$ cat src/hw/rtl/assert_macros.svh
// Assertion macros shared by the scanner RTL.
// Define ASSERT_OFF to compile all assertions out.
`ifndef ASSERT_MACROS_SVH
`define ASSERT_MACROS_SVH

`ifndef ASSERT_OFF
`define CSS_ASSERT_IMPL(lbl, clk, rst_n, ante, cons) \
    lbl: assert property (@(posedge clk) disable iff (!rst_n) (ante) |-> (cons)) \
        else $error("assertion failed");
`define CSS_ASSERT_NEXT(lbl, clk, rst_n, ante, cons) \
    lbl: assert property (@(posedge clk) disable iff (!rst_n) (ante) |=> (cons)) \
        else $error("assertion failed");
`else
`define CSS_ASSERT_IMPL(lbl, clk, rst_n, ante, cons)
`define CSS_ASSERT_NEXT(lbl, clk, rst_n, ante, cons)
`endif

`endif

$ cat src/hw/rtl/csscan_pkg.sv
// Package for the conserved segment scanner: widths, register indexes and
// the result record. No dependencies.
`timescale 1ns / 1ps

package csscan_pkg;

    localparam int SCORE_BITS = 16;
    localparam int ACC_BITS   = 24;
    localparam int POS_BITS   = 16;
    localparam int THR_BITS   = 23;
    localparam int IDX_BITS   = POS_BITS + 1;

    localparam int CFG_DATA_BITS = (THR_BITS > POS_BITS) ? THR_BITS : POS_BITS;
    localparam int CFG_IDX_BITS  = 1;

    localparam int WIDE_BITS = (ACC_BITS > SCORE_BITS) ? ACC_BITS : SCORE_BITS;
    localparam int SUM_BITS  = ((WIDE_BITS > THR_BITS) ? WIDE_BITS : THR_BITS + 1) + 1;

    typedef enum logic [CFG_IDX_BITS-1:0] {
        CFG_THRESHOLD = 1'b0,
        CFG_START     = 1'b1
    } t_cfg_idx;

    typedef struct packed {
        logic [POS_BITS-1:0] left;
        logic [IDX_BITS-1:0] right;
        logic                seg_valid;
        logic                done;
    } t_result;

endpackage

$ cat src/hw/rtl/conserved_segment_scanner_unit.sv
// Conserved segment scanner: X-drop maximal-scoring segment scan over a
// stream of column scores. Depends on csscan_pkg and assert_macros.svh.
//
//  channel | direction | handshake              | payload
//  --------+-----------+------------------------+-------------------------------
//  in      | in        | i_in_valid/o_in_ready  | column_score, last_column
//  out     | out       | o_out_valid/i_out_ready| segment_left/right/valid, done
//  cfg     | in        | i_cfg_valid/o_cfg_ready| cfg_index, cfg_data
//
// One column per cycle while no result waits on a stalled output; a column is
// held in the input register and its result is then registered for output.
// The score update is one add, clamp and compare from the input register.
// Reset clears all control state and loads the register defaults.
// A stalled result holds the output register; requests that yield no
// result keep flowing, one that yields a result waits for a free slot.
`timescale 1ns / 1ps
`include "assert_macros.svh"

module conserved_segment_scanner_unit (
    input  logic                                   i_clk,
    input  logic                                   i_rst_n,
    input  logic                                   i_in_valid,
    output logic                                   o_in_ready,
    input  logic signed [csscan_pkg::SCORE_BITS-1:0] i_column_score,
    input  logic                                   i_last_column,
    output logic                                   o_out_valid,
    input  logic                                   i_out_ready,
    output logic [csscan_pkg::POS_BITS-1:0]        o_segment_left,
    output logic [csscan_pkg::IDX_BITS-1:0]        o_segment_right,
    output logic                                   o_segment_valid,
    output logic                                   o_stream_done,
    input  logic                                   i_cfg_valid,
    output logic                                   o_cfg_ready,
    input  logic [csscan_pkg::CFG_IDX_BITS-1:0]    i_cfg_index,
    input  logic [csscan_pkg::CFG_DATA_BITS-1:0]   i_cfg_data
);
    import csscan_pkg::*;

    localparam logic signed [SUM_BITS-1:0] ACC_MAX_S =
        SUM_BITS'((64'd1 << (ACC_BITS - 1)) - 64'd1);

    logic [THR_BITS-1:0] r_thr;
    logic [POS_BITS-1:0] r_start_pos;

    logic                         r_s1_valid;
    logic signed [SCORE_BITS-1:0] r_s1_score;
    logic                         r_s1_last;

    logic [ACC_BITS-1:0] r_run;
    logic [ACC_BITS-1:0] r_best;
    logic [POS_BITS-1:0] r_seg_start;
    logic [IDX_BITS-1:0] r_seg_end;
    logic [IDX_BITS-1:0] r_idx;

    logic    r_out_valid;
    t_result r_out;

    logic signed [SUM_BITS-1:0] w_score;
    logic signed [SUM_BITS-1:0] w_run;
    logic signed [SUM_BITS-1:0] w_best;
    logic signed [SUM_BITS-1:0] w_thr;
    logic signed [SUM_BITS-1:0] w_sum;
    logic signed [SUM_BITS-1:0] w_clamped;
    logic signed [SUM_BITS-1:0] w_best_upd;
    logic signed [SUM_BITS-1:0] w_run_after;
    logic                       w_start_hit;
    logic                       w_best_hit;
    logic                       w_drop;
    logic                       w_flush_valid;
    logic                       w_emit;
    logic                       w_out_free;
    logic                       w_s1_adv;
    logic [IDX_BITS-1:0]        w_idx_inc;

    logic [ACC_BITS-1:0] n_run;
    logic [ACC_BITS-1:0] n_best;
    logic [POS_BITS-1:0] n_seg_start;
    logic [IDX_BITS-1:0] n_seg_end;
    logic [IDX_BITS-1:0] n_idx;
    t_result             n_out;

    assign o_cfg_ready = 1'b1;

    always_ff @(posedge i_clk) begin
        if (!i_rst_n) begin
            r_thr       <= THR_BITS'(1);
            r_start_pos <= '0;
        end else if (i_cfg_valid) begin
            unique case (t_cfg_idx'(i_cfg_index))
                CFG_THRESHOLD: r_thr       <= i_cfg_data[THR_BITS-1:0];
                CFG_START:     r_start_pos <= i_cfg_data[POS_BITS-1:0];
                default:       r_thr       <= r_thr;
            endcase
        end
    end

    always_comb begin
        w_score     = SUM_BITS'(r_s1_score);
        w_run       = signed'(SUM_BITS'(r_run));
        w_best      = signed'(SUM_BITS'(r_best));
        w_thr       = signed'(SUM_BITS'(r_thr));
        w_sum       = w_run + w_score;
        w_start_hit = (r_run == '0) && (w_score > 0);

        priority if (w_sum > ACC_MAX_S) begin
            w_clamped = ACC_MAX_S;
        end else if (w_sum < 0) begin
            w_clamped = '0;
        end else begin
            w_clamped = w_sum;
        end

        w_best_hit  = (w_sum >= 0) && (w_clamped >= w_thr) && (w_clamped > w_best);
        w_best_upd  = w_best_hit ? w_clamped : w_best;
        w_idx_inc   = r_idx + IDX_BITS'(1);
        n_seg_start = w_start_hit ? r_idx[POS_BITS-1:0] : r_seg_start;
        n_seg_end   = w_best_hit ? w_idx_inc : r_seg_end;

        w_drop = (w_best_upd > 0) &&
                 ((w_clamped == 0) || (w_clamped < (w_best_upd - w_thr)));
        w_run_after   = w_drop ? '0 : w_clamped;
        w_flush_valid = w_run_after >= w_thr;
        w_emit        = w_drop || r_s1_last;

        n_out.seg_valid = w_drop || w_flush_valid;
        n_out.left      = n_out.seg_valid ? n_seg_start : '0;
        n_out.right     = n_out.seg_valid ? n_seg_end : '0;
        n_out.done      = r_s1_last;

        if (r_s1_last) begin
            n_run       = '0;
            n_best      = '0;
            n_idx       = IDX_BITS'(r_start_pos);
        end else begin
            n_run       = w_run_after[ACC_BITS-1:0];
            n_best      = w_drop ? '0 : w_best_upd[ACC_BITS-1:0];
            n_idx       = w_idx_inc;
        end
    end

    assign w_out_free = !r_out_valid || i_out_ready;
    assign w_s1_adv   = r_s1_valid && (!w_emit || w_out_free);
    assign o_in_ready = !r_s1_valid || w_s1_adv;

    always_ff @(posedge i_clk) begin
        if (!i_rst_n) begin
            r_s1_valid <= 1'b0;
        end else if (o_in_ready) begin
            r_s1_valid <= i_in_valid;
        end
    end

    always_ff @(posedge i_clk) begin
        if (o_in_ready && i_in_valid) begin
            r_s1_score <= i_column_score;
            r_s1_last  <= i_last_column;
        end
    end

    always_ff @(posedge i_clk) begin
        if (!i_rst_n) begin
            r_run       <= '0;
            r_best      <= '0;
            r_seg_start <= '0;
            r_seg_end   <= '0;
            r_idx       <= '0;
        end else if (w_s1_adv) begin
            r_run       <= n_run;
            r_best      <= n_best;
            r_seg_start <= r_s1_last ? '0 : n_seg_start;
            r_seg_end   <= r_s1_last ? '0 : n_seg_end;
            r_idx       <= n_idx;
        end
    end

    always_ff @(posedge i_clk) begin
        if (!i_rst_n) begin
            r_out_valid <= 1'b0;
        end else if (w_s1_adv && w_emit) begin
            r_out_valid <= 1'b1;
        end else if (i_out_ready) begin
            r_out_valid <= 1'b0;
        end
    end

    always_ff @(posedge i_clk) begin
        if (w_s1_adv && w_emit) begin
            r_out <= n_out;
        end
    end

    assign o_out_valid     = r_out_valid;
    assign o_segment_left  = r_out.left;
    assign o_segment_right = r_out.right;
    assign o_segment_valid = r_out.seg_valid;
    assign o_stream_done   = r_out.done;

    `CSS_ASSERT_IMPL(a_run_not_saturated_past_max, i_clk, i_rst_n,
        1'b1, !r_run[ACC_BITS-1] && !r_best[ACC_BITS-1])
    `CSS_ASSERT_NEXT(a_rearm_after_last, i_clk, i_rst_n,
        w_s1_adv && r_s1_last, (r_run == '0) && (r_best == '0) && (r_seg_end == '0))
    `CSS_ASSERT_IMPL(a_marker_is_empty, i_clk, i_rst_n,
        o_out_valid && !o_segment_valid,
        o_stream_done && (o_segment_left == '0) && (o_segment_right == '0))
    `CSS_ASSERT_NEXT(a_stalled_result_kept, i_clk, i_rst_n,
        r_out_valid && !i_out_ready, r_out_valid)
    `CSS_ASSERT_IMPL(a_no_overwrite, i_clk, i_rst_n,
        w_s1_adv && w_emit, w_out_free)

endmodule
$ cat config.mk
export PLATFORM = sky130hd
export DESIGN_NAME = conserved_segment_scanner_unit
export DESIGN_NICKNAME = d
export VERILOG_FILES = /design/src/hw/rtl/csscan_pkg.sv /design/src/hw/rtl/conserved_segment_scanner_unit.sv
export VERILOG_INCLUDE_DIRS = /design/src /design/src/hw/rtl
export SDC_FILE = /design/constraint.sdc
export NUM_CORES = 1
export LEC_CHECK = 0
export BUFFER_PORTS_ARGS = -buffer_cell sky130_fd_sc_hd__buf_4
export CAP_MARGIN = 20
export CELL_PAD_IN_SITES_DETAIL_PLACEMENT = 1
export CELL_PAD_IN_SITES_GLOBAL_PLACEMENT = 1
export CORE_AREA = 3 3 186 188
export DETAILED_ROUTE_END_ITERATION = 10
export DIE_AREA = 0 0 189 191
export HOLD_SLACK_MARGIN = 0.08
export PLACE_DENSITY_LB_ADDON = 0.1
export SLEW_MARGIN = 20
export SYNTH_ARGS = -nofsm -noshare
export SYNTH_HDL_FRONTEND = slang
export SYNTH_SLANG_ARGS = --single-unit
export TNS_END_PERCENT = 10
$ cat constraint.sdc
create_clock -name i_clk -period 12.01 [get_ports i_clk]
set_input_delay 2.402 -clock i_clk [delete_from_list [all_inputs] [get_ports i_clk]]
set_output_delay 2.402 -clock i_clk [all_outputs]
set_load 0.05 [all_outputs]
==> impl_metrics.tcl <==
set metrics [dict create \
    report.final.slew_viol_count 0 \
    clockBufferDepth 2 \
    ys_warn_count 0 \
    clk_pin_slew_ps 80 \
    synth_cell_type_count 103 \
    cts_max_level 4 \
    die-height_um 191 \
    rr_endpoint "o_segment_right[6]$_SDFFCE_PN0P_" \
    timing.critical_path.arrival_ps 9410 \
    routed_wire_length_per_instance_um 23.9 \
    clockPowerShare_pct 28.5 \
    first_pass_grt_wire_length_mm 80.2 \
    syn_area_per_cell_sq_um 8.49 \
    achievable-frequency_mhz 84.7 \
    die_w_um 189 \
    part_of_the_total_power_dissipated_in_combinational_logic_pct 39.7 \
    hold_path_class "reg2reg" \
    max_incr_delay_on_cp_ps 470 \
    dieArea_sq_mm 0.0361 \
    critical_path.startpoint_type "register" \
    logic_depth_of_the_worst_register_to_register_path 54 \
    port_buffers 82 \
    detail_route.iter0.violations 945 \
    hold_viol 0 \
    rows 67 \
    cts_sinks 191 \
    final-instance-count-excl-fill 2222 \
    critical_path.endpoint_type "output pin" \
    hold-path-endpoint "r_seg_end[2]$_SDFFE_PN0P_" \
    cp_num_buf_inv 6 \
    fin_worst_skew_ps 17.3 \
    number_of_antenna_violations_at_the_first_check_in_global_routing 0 \
    worst_hold_start "r_seg_end[2]$_SDFFE_PN0P_" \
    static-leakage-power_uw 0.00642 \
    intPower_uw 1360 \
    postSynthCellCount 1667 \
    postSynth.topFlopCell "dfxtp_1" \
    worst_hold_slack_ps 456 \
    layout.filler_cells 3937 \
    vdd_drop_max_mv 0.107 \
    setup_viols_final 0 \
    numCtsBuffers 17 \
    worst_r2r_startpoint "r_s1_score[8]$_DFFE_PP_" \
    cts.hold.buffers_added 0 \
    postRouteWirelength_mm 53.1 \
    largest_net_degree_at_the_start_of_global_routing 91 \
    dr.pass1.iters 5 \
    gr-usage-all-layers_pct 28.6 \
    synth_edf_count 52 \
    gr-total-overflow 0 \
    post_drt_via_cell_ratio 6.15 \
    mappedNetlistArea_sq_mm 0.0142 \
    switching_share_pct 38.9 \
    finalCritPeriodShare_pct 98.4 \
    clock_tree.root_cell "clkbuf_16" \
    finish.net_count 1947 \
    area_delta_synth_final_pct 19.1 \
    reg2reg_setup_slack_ps 480 \
    crit_fanout 24 \
    power_density_over_cell_area_mw_per_mm2 132 \
    post-route-drc-count 0 \
    hold_depth 2 \
    final_period_minus_worst_setup_slack_ps 11810 \
    p_sw_uw 865 \
    synth-seq-cells 191 \
    drive_gt1_share_pct 20.6 \
    detail-route-antenna-nets 0 \
    synth-seq-area-share_pct 30.7 \
    ys_async_sr_fraction_pct 0 \
    slew_headroom_pct 27.9 \
    run_status "finished clean" \
    cp_top_delay_family "compound AO/OA/AOI/OAI gates" \
    fin_total_pwr_uw 2230 \
    placed_cells_incl_taps 2158 \
    floorplan.initialDensity_pct 42.5 \
    design.core.area_sq_mm 0.0333 \
    p_seq_share_pct 31.8 \
    criticalPathCategory "reg2out" \
    max-cap-violations 0 \
    cts_tree "yes" \
    place.gp.congestion 0.904 \
    num_antenna_cells 0 \
    routed-via-count 13671 \
    tns_ps 0 \
    ios 84 \
    critical-path-slowest-cell "edfxtp_1" \
    first_global_vias 13475 \
    post_detailed_placement_half_perimeter_wirelength_mm 39.1 \
    critical_path_required_ps 9610 \
    clk_latency_ps 460 \
    worst_pin_slew_ps 1080 \
]
[cell usage in the layout (no fill, tap or decap), types with 37 or more instances in the layout]
cell type	n
o21ai_0	101
a21oi_1	113
nand2_1	220
edfxtp_1	52
o22ai_1	37
nor2_1	93
buf_4	165
inv_1	76
ha_1	117
a32o_1	45
dfxtp_1	138
[worst reg2reg max path: cells and delay by family (launching register included)]
| kind | cells | cell delay, ps |
|---|---|---|
| fa+ha+maj | 5 | 1640 |
| compound gates | 25 | 4740 |
| xor+xnor | 1 | 130 |
| simple gates | 15 | 2730 |
| flops | 1 | 470 |
| buf+inv | 8 | 1530 |
[layer usage]
metal	global-route usage, %	vias to the layer above	share of wire (%)
met1	41.5	6834	48
met4	7.36	0	2.2
met2	45.3	356	45
met3	3.17	62	4.6
li1	-	6419	-
met5	0	-	0
[synth_stat cells (all sizes together) (27+ instances only)]
cell type / n / area [sq um]
inv: 78 / 293
clkbuf: 63 / 236
a21o: 34 / 255
nor3: 28 / 151
nand3: 30 / 160
xnor2: 30 / 263
buf: 38 / 265
dfxtp: 139 / 2780
ha: 138 / 1730
nand4: 27 / 169
edfxtp: 52 / 1560
nor2: 100 / 388
nand2: 221 / 832
a21oi: 138 / 751
o22ai: 40 / 256
a32o: 45 / 450
o21ai: 121 / 613
[worst max-delay path by stage]
stage | startpoint | to | slack [ps] | cells past startpoint
2_1_floorplan | r_s1_score[15]$_DFFE_PP_ | o_in_ready | 240 | 42
3_3_place_gp | r_s1_score[15]$_DFFE_PP_ | o_segment_right[13]$_SDFFCE_PN0P_ | 90 | 49
3_5_place_dp | r_s1_score[15]$_DFFE_PP_ | o_segment_right[15]$_SDFFCE_PN0P_ | -80 | 50
4_1_cts | r_s1_score[15]$_DFFE_PP_ | o_in_ready | 1 | 44
5_1_grt | r_s1_score[15]$_DFFE_PP_ | o_in_ready | -90 | 43
6_report | r_s1_score[8]$_DFFE_PP_ | o_in_ready | 200 | 42
[state kept, by name, indices dropped and copies added (netlist names), 16 cells and up]
signal and flops:
o_segment_left 16, r_start_pos 16, r_run 24, r_s1_score 16
o_segment_right 17, r_best 24, r_seg_end 17, r_thr 23
r_idx 17, r_seg_start 16
[cells by family after synthesis]
group,Yosys count,synth area share [%]
AO/OA/AOI/OAI,564,29.2
AND/OR/NAND/NOR,521,17.4
flip-flops,191,30.7
buffers and inverters,179,5.61
adder cells (fa/ha/maj),141,12.5
XOR/XNOR,46,2.85
multiplexers,23,1.63
other,2,0.0530
[metrics by stage]
step                      cell area (sq um)  worst slack [ps]  utilization (%)
after global routing                  16900             -87.7             50.6
after floorplan                       14200               237                -
after CTS                             16300              1.22             49.0
after global placement                15400              92.8             46.2
after detailed placement              15400             -84.9             46.2
final                                 16900               198             50.6
[power groups by stage]
stage	combinational [uW]	clock, uW	sequential (uW)
global placement	774	0	720
CTS	828	644	706
global route	963	666	709
finish	883	635	707
detailed placement	797	0	721
floorplan	524	0	738
[repair_timing]
action	4_1_cts	5_1_grt
pin swaps	8	29
setup buffers	9	18
setup endpoints to repair	35	35
resized for setup	44	84
cloned	2	2
[layout make-up]
class / instances / area, sq um / share of cell area [%]
repair buffers: 174 / 1390 / 8.24
inverters: 78 / 293 / 1.74
clock buffers: 18 / 450 / 2.67
clock inverters: 14 / 189 / 1.12
flip-flops and latches: 191 / 4350 / 25.8
well taps: 448 / 561 / 3.33
multi-input cells: 1299 / 9630 / 57.1
Note: power is estimated with default switching activity, not from simulation.
